===== src/rtl/qbpg_pkg.sv =====
// ----------------------------------------------------------------------------
// Queued beep pattern generator package
// Item types, register map, player state and player helper functions.
// ----------------------------------------------------------------------------
package qbpg_pkg;

  localparam int MS_W    = 16;
  localparam int COUNT_W = 8;
  localparam int LEVEL_W = 5;
  localparam int RECIP_W = 18;

  localparam int QUEUE_DEPTH_DEF = 16;
  localparam int TICK_MS_DEF     = 10;

  localparam int CFG_AW = 3;
  localparam int CFG_DW = 32;

  localparam logic [CFG_AW-3:0] REG_GAP_MS = '0;
  localparam logic [MS_W-1:0]   GAP_MS_RESET = 16'd100;

  localparam logic CMD_TICK    = 1'b0;
  localparam logic CMD_ENQUEUE = 1'b1;

  typedef logic [LEVEL_W-1:0] level_t;

  typedef struct packed {
    logic               cmd;
    logic [COUNT_W-1:0] beep_count;
    logic [MS_W-1:0]    on_ms;
    logic [MS_W-1:0]    off_ms;
  } in_item_t;

  typedef struct packed {
    logic               buzzer_on;
    logic               dropped;
    logic [LEVEL_W-1:0] queue_level;
    logic               busy_res;
  } out_item_t;

  typedef struct packed {
    logic [COUNT_W-1:0] count;
    logic [MS_W-1:0]    on_t;
    logic [MS_W-1:0]    off_t;
  } entry_t;

  typedef enum logic [3:0] {
    PH_IDLE = 4'b0001,
    PH_ON   = 4'b0010,
    PH_OFF  = 4'b0100,
    PH_GAP  = 4'b1000
  } phase_t;

  typedef struct packed {
    phase_t             phase;
    logic [MS_W-1:0]    ticks;
    logic [COUNT_W-1:0] beeps;
  } player_t;

  function automatic player_t start_gap(input logic [MS_W-1:0] gap_t,
                                        input logic [COUNT_W-1:0] beeps);
    player_t p;
    p.beeps = beeps;
    if (gap_t != '0) begin
      p.phase = PH_GAP;
      p.ticks = gap_t;
    end else begin
      p.phase = PH_IDLE;
      p.ticks = '0;
    end
    return p;
  endfunction

  function automatic player_t next_beep(input logic [COUNT_W-1:0] beeps,
                                        input logic [MS_W-1:0] on_t,
                                        input logic [MS_W-1:0] off_t,
                                        input logic [MS_W-1:0] gap_t);
    player_t p;
    if (beeps == '0) begin
      p = start_gap(gap_t, beeps);
    end else if (on_t != '0) begin
      p.phase = PH_ON;
      p.ticks = on_t;
      p.beeps = beeps - 1'b1;
    end else if (off_t != '0) begin
      p.phase = PH_OFF;
      p.ticks = off_t;
      p.beeps = beeps - 1'b1;
    end else begin
      p = start_gap(gap_t, '0);
    end
    return p;
  endfunction

endpackage


===== src/rtl/queued_beep_pattern_generator_core.sv =====
// ----------------------------------------------------------------------------
// Queued beep pattern generator
// Beep requests are queued in a FIFO; tick items advance a player that plays
// each request as on and off phases repeated beep_count times, then a quiet
// gap. One item is accepted every cycle unless a held result stalls the input,
// and its result appears in the output register on the following cycle; the rate
// is set by the single pass through the player logic and the queue head, which
// is kept readable each cycle by a registered-read RAM with a write bypass. Times
// are converted to ticks when a request is queued and when gap_ms is written.
// ----------------------------------------------------------------------------
module queued_beep_pattern_generator_core #(
  parameter int QUEUE_DEPTH = qbpg_pkg::QUEUE_DEPTH_DEF,
  parameter int TICK_MS     = qbpg_pkg::TICK_MS_DEF
) (
  input  logic                        clk,
  input  logic                        rst_n,
  input  logic                        in_valid,
  output logic                        in_stall,
  input  qbpg_pkg::in_item_t          in_data,
  output logic                        out_valid,
  input  logic                        out_stall,
  output qbpg_pkg::out_item_t         out_data,
  input  logic                        cfg_psel,
  input  logic                        cfg_penable,
  input  logic                        cfg_pwrite,
  input  logic [qbpg_pkg::CFG_AW-1:0] cfg_paddr,
  input  logic [qbpg_pkg::CFG_DW-1:0] cfg_pwdata,
  output logic [qbpg_pkg::CFG_DW-1:0] cfg_prdata,
  output logic                        cfg_pready
);

  localparam int AW = (QUEUE_DEPTH > 1) ? $clog2(QUEUE_DEPTH) : 1;
  localparam int FW = $clog2(QUEUE_DEPTH + 1);
  localparam int EW = $bits(qbpg_pkg::entry_t);
  localparam logic [qbpg_pkg::MS_W-1:0] GAP_TICKS_RESET =
    qbpg_pkg::MS_W'(qbpg_pkg::GAP_MS_RESET / TICK_MS);

  logic [AW-1:0]                rd_ptr_r, rd_ptr_nxt;
  logic [AW-1:0]                wr_ptr_r, wr_ptr_nxt;
  logic [FW-1:0]                fill_r, fill_nxt;
  qbpg_pkg::player_t            ply_r, ply_nxt;
  logic [qbpg_pkg::MS_W-1:0]    on_t_r, on_t_nxt;
  logic [qbpg_pkg::MS_W-1:0]    off_t_r, off_t_nxt;
  logic [qbpg_pkg::MS_W-1:0]    gap_ms_r;
  logic [qbpg_pkg::MS_W-1:0]    gap_t_r;
  logic                         byp_r;
  qbpg_pkg::entry_t             byp_entry_r;
  logic                         out_valid_r;
  qbpg_pkg::out_item_t          out_data_r;

  logic                         in_acc;
  logic                         wr_en;
  logic                         dropped;
  qbpg_pkg::entry_t             wr_entry;
  qbpg_pkg::entry_t             head;
  logic [EW-1:0]                ram_rdata;
  logic [qbpg_pkg::MS_W-1:0]    on_t_in, off_t_in, gap_t_in;
  logic                         cfg_wr;

  qbpg_tick_div #(.TICK_MS(TICK_MS)) u_div_on (.ms(in_data.on_ms), .ticks(on_t_in));
  qbpg_tick_div #(.TICK_MS(TICK_MS)) u_div_off (.ms(in_data.off_ms), .ticks(off_t_in));
  qbpg_tick_div #(.TICK_MS(TICK_MS)) u_div_gap (
    .ms    (cfg_pwdata[qbpg_pkg::MS_W-1:0]),
    .ticks (gap_t_in)
  );

  assign wr_entry.count = in_data.beep_count;
  assign wr_entry.on_t  = on_t_in;
  assign wr_entry.off_t = off_t_in;

  qbpg_ram #(.WIDTH(EW), .DEPTH(QUEUE_DEPTH)) u_queue (
    .clk   (clk),
    .we    (wr_en),
    .waddr (wr_ptr_r),
    .wdata (wr_entry),
    .raddr (rd_ptr_nxt),
    .rdata (ram_rdata)
  );

  assign head     = byp_r ? byp_entry_r : qbpg_pkg::entry_t'(ram_rdata);
  assign in_stall = out_valid_r & out_stall;
  assign in_acc   = in_valid & ~in_stall;

  always_comb begin
    rd_ptr_nxt = rd_ptr_r;
    wr_ptr_nxt = wr_ptr_r;
    fill_nxt   = fill_r;
    ply_nxt    = ply_r;
    on_t_nxt   = on_t_r;
    off_t_nxt  = off_t_r;
    dropped    = 1'b0;
    wr_en      = 1'b0;
    if (in_acc) begin
      if (in_data.cmd == qbpg_pkg::CMD_ENQUEUE) begin
        if (fill_r == FW'(QUEUE_DEPTH)) begin
          dropped = 1'b1;
        end else begin
          wr_en      = 1'b1;
          wr_ptr_nxt = (wr_ptr_r == AW'(QUEUE_DEPTH - 1)) ? '0 : wr_ptr_r + 1'b1;
          fill_nxt   = fill_r + 1'b1;
        end
      end else if (ply_r.phase == qbpg_pkg::PH_IDLE) begin
        if (fill_r != '0) begin
          rd_ptr_nxt = (rd_ptr_r == AW'(QUEUE_DEPTH - 1)) ? '0 : rd_ptr_r + 1'b1;
          fill_nxt   = fill_r - 1'b1;
          on_t_nxt   = head.on_t;
          off_t_nxt  = head.off_t;
          ply_nxt    = qbpg_pkg::next_beep(head.count, head.on_t, head.off_t, gap_t_r);
        end
      end else if (ply_r.ticks <= qbpg_pkg::MS_W'(1)) begin
        case (ply_r.phase)
          qbpg_pkg::PH_ON: begin
            if (off_t_r != '0) begin
              ply_nxt.phase = qbpg_pkg::PH_OFF;
              ply_nxt.ticks = off_t_r;
            end else begin
              ply_nxt = qbpg_pkg::next_beep(ply_r.beeps, on_t_r, off_t_r, gap_t_r);
            end
          end
          qbpg_pkg::PH_OFF: begin
            ply_nxt = qbpg_pkg::next_beep(ply_r.beeps, on_t_r, off_t_r, gap_t_r);
          end
          default: begin
            ply_nxt.phase = qbpg_pkg::PH_IDLE;
            ply_nxt.ticks = '0;
          end
        endcase
      end else begin
        ply_nxt.ticks = ply_r.ticks - 1'b1;
      end
    end
  end

  always_ff @(posedge clk) begin
    if (!rst_n) begin
      rd_ptr_r    <= '0;
      wr_ptr_r    <= '0;
      fill_r      <= '0;
      ply_r.phase <= qbpg_pkg::PH_IDLE;
      ply_r.ticks <= '0;
      ply_r.beeps <= '0;
      byp_r       <= 1'b0;
      out_valid_r <= 1'b0;
    end else begin
      rd_ptr_r <= rd_ptr_nxt;
      wr_ptr_r <= wr_ptr_nxt;
      fill_r   <= fill_nxt;
      ply_r    <= ply_nxt;
      byp_r    <= wr_en && (wr_ptr_r == rd_ptr_nxt);
      if (in_acc) begin
        out_valid_r <= 1'b1;
      end else if (!out_stall) begin
        out_valid_r <= 1'b0;
      end
    end
  end

  always_ff @(posedge clk) begin
    on_t_r      <= on_t_nxt;
    off_t_r     <= off_t_nxt;
    byp_entry_r <= wr_entry;
    if (in_acc) begin
      out_data_r.buzzer_on   <= (ply_nxt.phase == qbpg_pkg::PH_ON);
      out_data_r.dropped     <= dropped;
      out_data_r.queue_level <= qbpg_pkg::level_t'(fill_nxt);
      out_data_r.busy_res    <= (ply_nxt.phase != qbpg_pkg::PH_IDLE);
    end
  end

  assign cfg_wr = cfg_psel & cfg_penable & cfg_pwrite &
                  (cfg_paddr[qbpg_pkg::CFG_AW-1:2] == qbpg_pkg::REG_GAP_MS);

  always_ff @(posedge clk) begin
    if (!rst_n) begin
      gap_ms_r <= qbpg_pkg::GAP_MS_RESET;
      gap_t_r  <= GAP_TICKS_RESET;
    end else if (cfg_wr) begin
      gap_ms_r <= cfg_pwdata[qbpg_pkg::MS_W-1:0];
      gap_t_r  <= gap_t_in;
    end
  end

  assign cfg_prdata = (cfg_paddr[qbpg_pkg::CFG_AW-1:2] == qbpg_pkg::REG_GAP_MS) ?
                      qbpg_pkg::CFG_DW'(gap_ms_r) : '0;
  assign cfg_pready = 1'b1;

  assign out_valid = out_valid_r;
  assign out_data  = out_data_r;

endmodule


===== src/rtl/qbpg_ram.sv =====
// ----------------------------------------------------------------------------
// Generic RAM
// One write port and one read port with registered read data.
// ----------------------------------------------------------------------------
module qbpg_ram #(
  parameter int WIDTH = 40,
  parameter int DEPTH = 16,
  localparam int AW = (DEPTH > 1) ? $clog2(DEPTH) : 1
) (
  input  logic             clk,
  input  logic             we,
  input  logic [AW-1:0]    waddr,
  input  logic [WIDTH-1:0] wdata,
  input  logic [AW-1:0]    raddr,
  output logic [WIDTH-1:0] rdata
);

  logic [WIDTH-1:0] mem [DEPTH];
  logic [WIDTH-1:0] rdata_r;

  always_ff @(posedge clk) begin
    if (we) begin
      mem[waddr] <= wdata;
    end
    rdata_r <= mem[raddr];
  end

  assign rdata = rdata_r;

endmodule


===== src/rtl/qbpg_tick_div.sv =====
// ----------------------------------------------------------------------------
// Millisecond to tick converter
// Exact truncating division of a 16-bit time by the tick period, done as a
// multiplication by a rounded-up reciprocal and a shift.
// ----------------------------------------------------------------------------
module qbpg_tick_div #(
  parameter int TICK_MS = qbpg_pkg::TICK_MS_DEF
) (
  input  logic [qbpg_pkg::MS_W-1:0] ms,
  output logic [qbpg_pkg::MS_W-1:0] ticks
);

  localparam int SH = qbpg_pkg::MS_W + $clog2(TICK_MS);
  localparam longint unsigned RECIP = ((64'd1 << SH) + TICK_MS - 1) / TICK_MS;
  localparam int PW = qbpg_pkg::MS_W + qbpg_pkg::RECIP_W;

  logic [qbpg_pkg::RECIP_W-1:0] recip;
  logic [PW-1:0]                prod;

  assign recip = qbpg_pkg::RECIP_W'(RECIP);
  assign prod  = PW'(ms) * PW'(recip);
  assign ticks = qbpg_pkg::MS_W'(prod >> SH);

endmodule


===== config.mk =====
export PLATFORM = sky130hd
export DESIGN_NAME = queued_beep_pattern_generator_core
export DESIGN_NICKNAME = d
export VERILOG_FILES = /design/src/rtl/qbpg_pkg.sv /design/src/rtl/queued_beep_pattern_generator_core.sv /design/src/rtl/qbpg_ram.sv /design/src/rtl/qbpg_tick_div.sv
export SDC_FILE = /design/constraint.sdc
export NUM_CORES = 2
export LEC_CHECK = 0
export BUFFER_PORTS_ARGS = -buffer_cell sky130_fd_sc_hd__buf_4
export CELL_PAD_IN_SITES_DETAIL_PLACEMENT = 0
export CELL_PAD_IN_SITES_GLOBAL_PLACEMENT = 1
export CORE_ASPECT_RATIO = 1.4
export CORE_UTILIZATION = 49
export DETAILED_ROUTE_END_ITERATION = 8
export GPL_TIMING_DRIVEN = 0
export PLACE_DENSITY_LB_ADDON = 0.1
export RECOVER_POWER = 50
export SLEW_MARGIN = 30
export SYNTH_ARGS = -nofsm -noshare
export SYNTH_HDL_FRONTEND = slang
export SYNTH_HIERARCHICAL = 1
export SYNTH_SLANG_ARGS = --single-unit

===== constraint.sdc =====
create_clock -name clk -period 5.8 [get_ports clk]
set_input_delay 0.29 -clock clk [delete_from_list [all_inputs] [get_ports clk]]
set_output_delay 0.29 -clock clk [all_outputs]
set_load 0.005 [all_outputs]

==> flow_summary.ini <==
[critical_path]
end_kind = flop
r2r_setup_slack_ps = 390
r2r-start = fill_r[0]
crit_family = adder cells
startpoint_type = input port
critPathKind = input port to flop
timing.rr.end = u_queue/mem[11][33]
worst_path_max_delay_cell = fa_1
crit_fanout = 6
critPathRequiredTime_ps = 6390
cp_cell_sequence = dlygate4sd3_1 > buf_4 > ha_1 > ha_1 > inv_1 > fa_1 > inv_1 > fa_1 > fa_1 > inv_1 > fa_1 > inv_1 > ha_1 > a21oi_1 > a21boi_1 > a211oi_4 > o211ai_2 > a41o_1 > o22a_4 > o211ai_2 > nand2_1 > a21oi_1
worst-path-buf-inv = 6
critPathArrivalTime_ps = 6090
slowest_delay_ps = 570
ff2ff_path_depth = 11

[cells_and_area]
fill_cells = 7881
final_cell_area_um2 = 52700
fin_util_pct = 55.3
area_growth_syn_to_layout_pct = 12.0
drive_above_1_share_pct = 12.3
fin_nets = 4414
stdcell_count = 4980
seqCellArea_um2 = 23500
multi_input_area_um2 = 21200

[detailed_routing]
wl_met1_mm = 44.8
wl_met2_mm = 71.9
first_pass_iters = 5
vias = 28800
wl_met3_mm = 5.03
ant_nets = 0
routed_wl_mm = 128
via_per_inst = 5.78
drc = 0
wire_per_inst_um = 25.8
top_layer_used = met4
drt-initial-drc-count = 1934

[run]
drv_cap = 3

[timing]
slew_headroom_pct = -3.97
clock_skew_ps = 30.6
hold_slack_ps = 126
rsz0062_at_grt = false
hold_viol = 0
period_share_pct = 94.8
worst_slew_pin_slew_ps = 1550
finalMaxSlewViolations = 32
setup_violations = 0
max_clock_freq_ghz = 0.182
layout_min_cycle_time_ps = 5500

[floorplan]
fp.dieW_um = 264
ios = 126
start_util_pct = 49.4
core_area_um2 = 95200
die-area_um2 = 97300
die_h_um = 369
rows = 134

[synthesis]
synthTopCellsByCount = edfxtp_1, inv_1, ha_1
ys.flop_type = edfxtp_1
synth_edf_count = 680
synth_top_area_share_pct = 43.4
syn_area_um2 = 47000
ys_top_cells_by_area = edfxtp_1, ha_1, fa_1, dfxtp_1, mux4_2
synth_area_per_cell_um2 = 13.8
ys_seq_elements = 835
synth.distinct_cells = 107
synth_largest_area_cell = edfxtp_1
async_reset_ff_share_pct = 0
ys_warn_count = 6
synth.most_common_cell = edfxtp_1
ys_seq_area_share_pct = 50.0
postSynthCellCount = 3413

[status]
outcome = finished, violations left
violations = capacitance limit, slew limit

[global_routing]
antenna_found_initial = 0
grt_usage_pct = 26.7
grt_pass1_vias = 31000
grt_pass1_wl_mm = 192
grt_max_degree = 39
gr-total-overflow = 0

[cts]
clock-sinks = 835
cts_setup_buffers = 0
htreeDepth = 3
numCtsBuffers = 77
tritoncts = built
worstSkewPairLatency_ps = 670
clockBufferDepth = 3
clkTransAtPathRegs_ps = 70
cts_root_buffer = clkbuf_16

[placement]
hpwl_mm = 100
port_buffers = 89
post_dp_cell_area_um2 = 50600
place_congestion = 0.923
place_inst = 4810

[pwr]
finalPower_uw = 29900
combPwrFrac_pct = 48.0
p_leak_uw = 0.0207
p_switching_uw = 12000
seq_power_share_pct = 35.0
powerDensity_nw_per_um2 = 567
ir_drop_v = 0.000489
p_clk_share_pct = 17.0
sw_frac_of_total_pct = 40.3
power.internal_uw = 17800

[hold_path]
min_path_type = input port to flop
min-delay-start = cfg_penable
holdPathEnd = gap_t_r[0]
whs_path_depth = 4
-- cells in the final DEF, fill, tap and decap left out, types with 15 or more instances in the layout --
cell type and n:
o21ai_0 61, a22oi_1 89, mux4_2 100, edfxtp_1 680, dlygate4sd3_1 27, clkbuf_1 135
buf_4 102, inv_1 472, mux2_1 24, nor2b_1 23, fa_1 237, nor4_1 27
ha_1 402, a21o_1 27, clkinv_2 18, nand2_1 193, nor2_1 109, xnor2_1 26
clkbuf_16 78, nand4_1 23, nor3_1 36, clkbuf_4 21, o21ai_1 21, conb_1 26
mux4_1 60, dfxtp_1 155, xor2_1 32, buf_2 23, nand3_1 47, a21oi_1 113
o211ai_1 15
-- power by group through the flow --
stage	Clock, µW	Combinational, µW	Sequential, µW
6_report	5080	14400	10400
5_1_grt	5380	15900	10500
4_1_cts	5170	14300	10400
3_5_place_dp	0	14200	10600
3_3_place_gp	0	13200	10500
2_1_floorplan	0	9430	10400
-- flip-flops by register name, summed over array words and instances, names as in the netlist --
register       count
out_data           8
out_valid          1
gap_t_r           16
on_t_r            16
u_queue/mem      640
fill_r             5
byp_r              1
wr_ptr_r           4
rd_ptr_r           4
u_queue/rdata     40
gap_ms_r          16
byp_entry_r       40
off_t_r           16
ply_r             28
-- cells by family after synthesis --
family	Yosys count	share of synthesized area (%)
compound gates	488	7.17
buf+inv	609	5.54
xor+xnor	79	1.47
simple gates	550	5.74
fa+ha+maj	639	20.8
flops	835	50.0
mux	208	9.26
other cells	5	0.0399
-- what timing repair did --
| action | CTS | global route |
|---|---|---|
| hold endpoints to repair | 154 | 0 |
| hold buffers | 27 | 0 |
| setup endpoints to repair | 0 | 3 |
| resized for setup | 0 | 2 |
-- worst reg2reg max path, stage by stage (launching register included) --
cell and delay, ps:
dfxtp_1 390, inv_1 100, ha_1 260, nor3b_1 180, a21oi_1 220, nand2_1 230, inv_1 360, nand3b_1 200
nor2_1 160, clkbuf_1 990, clkbuf_1 890, clkbuf_1 1020
-- routing by layer --
| layer | global-route usage [%] | up-vias |
|---|---|---|
| li1 | - | 13000 |
| met1 | 28.0 | 14600 |
| met2 | 52.7 | 868 |
| met3 | 2.93 | 287 |
| met4 | 12.4 | 0 |
| met5 | 0 | - |
-- worst max-delay path by stage --
stage	start	to	slack [ps]	depth (start not counted)
2_1_floorplan	in_data[18]	u_queue/mem[0][25]	250	18
3_3_place_gp	out_stall	u_queue/mem[0][26]	-3140	7
3_5_place_dp	in_data[4]	u_queue/mem[11][6]	-360	19
4_1_cts	cfg_pwdata[2]	gap_t_r[7]	160	22
5_1_grt	cfg_pwdata[2]	gap_t_r[7]	30	22
6_report	cfg_pwdata[10]	gap_t_r[9]	300	22
-- area by class of cell --
type,instances,share of cell area (%)
Antenna cell,1,0.00475
Buffer,136,1.56
Clock buffer,99,3.99
Clock inverter,43,0.836
Inverter,473,3.37
Multi-Input combinational cell,1990,40.2
Sequential cell,835,44.6
Tap cell,1224,2.91
Timing Repair Buffer,179,2.47
-- stage by stage --
step | setup WS [ps] | setup TNS (ps)
2_1_floorplan | 247 | 0
3_3_place_gp | -3140 | -863440
3_5_place_dp | -362 | -61410
4_1_cts | 164 | 0
5_1_grt | 27.2 | 0
6_report | 300 | 0
(Power assumes the default switching activity.)
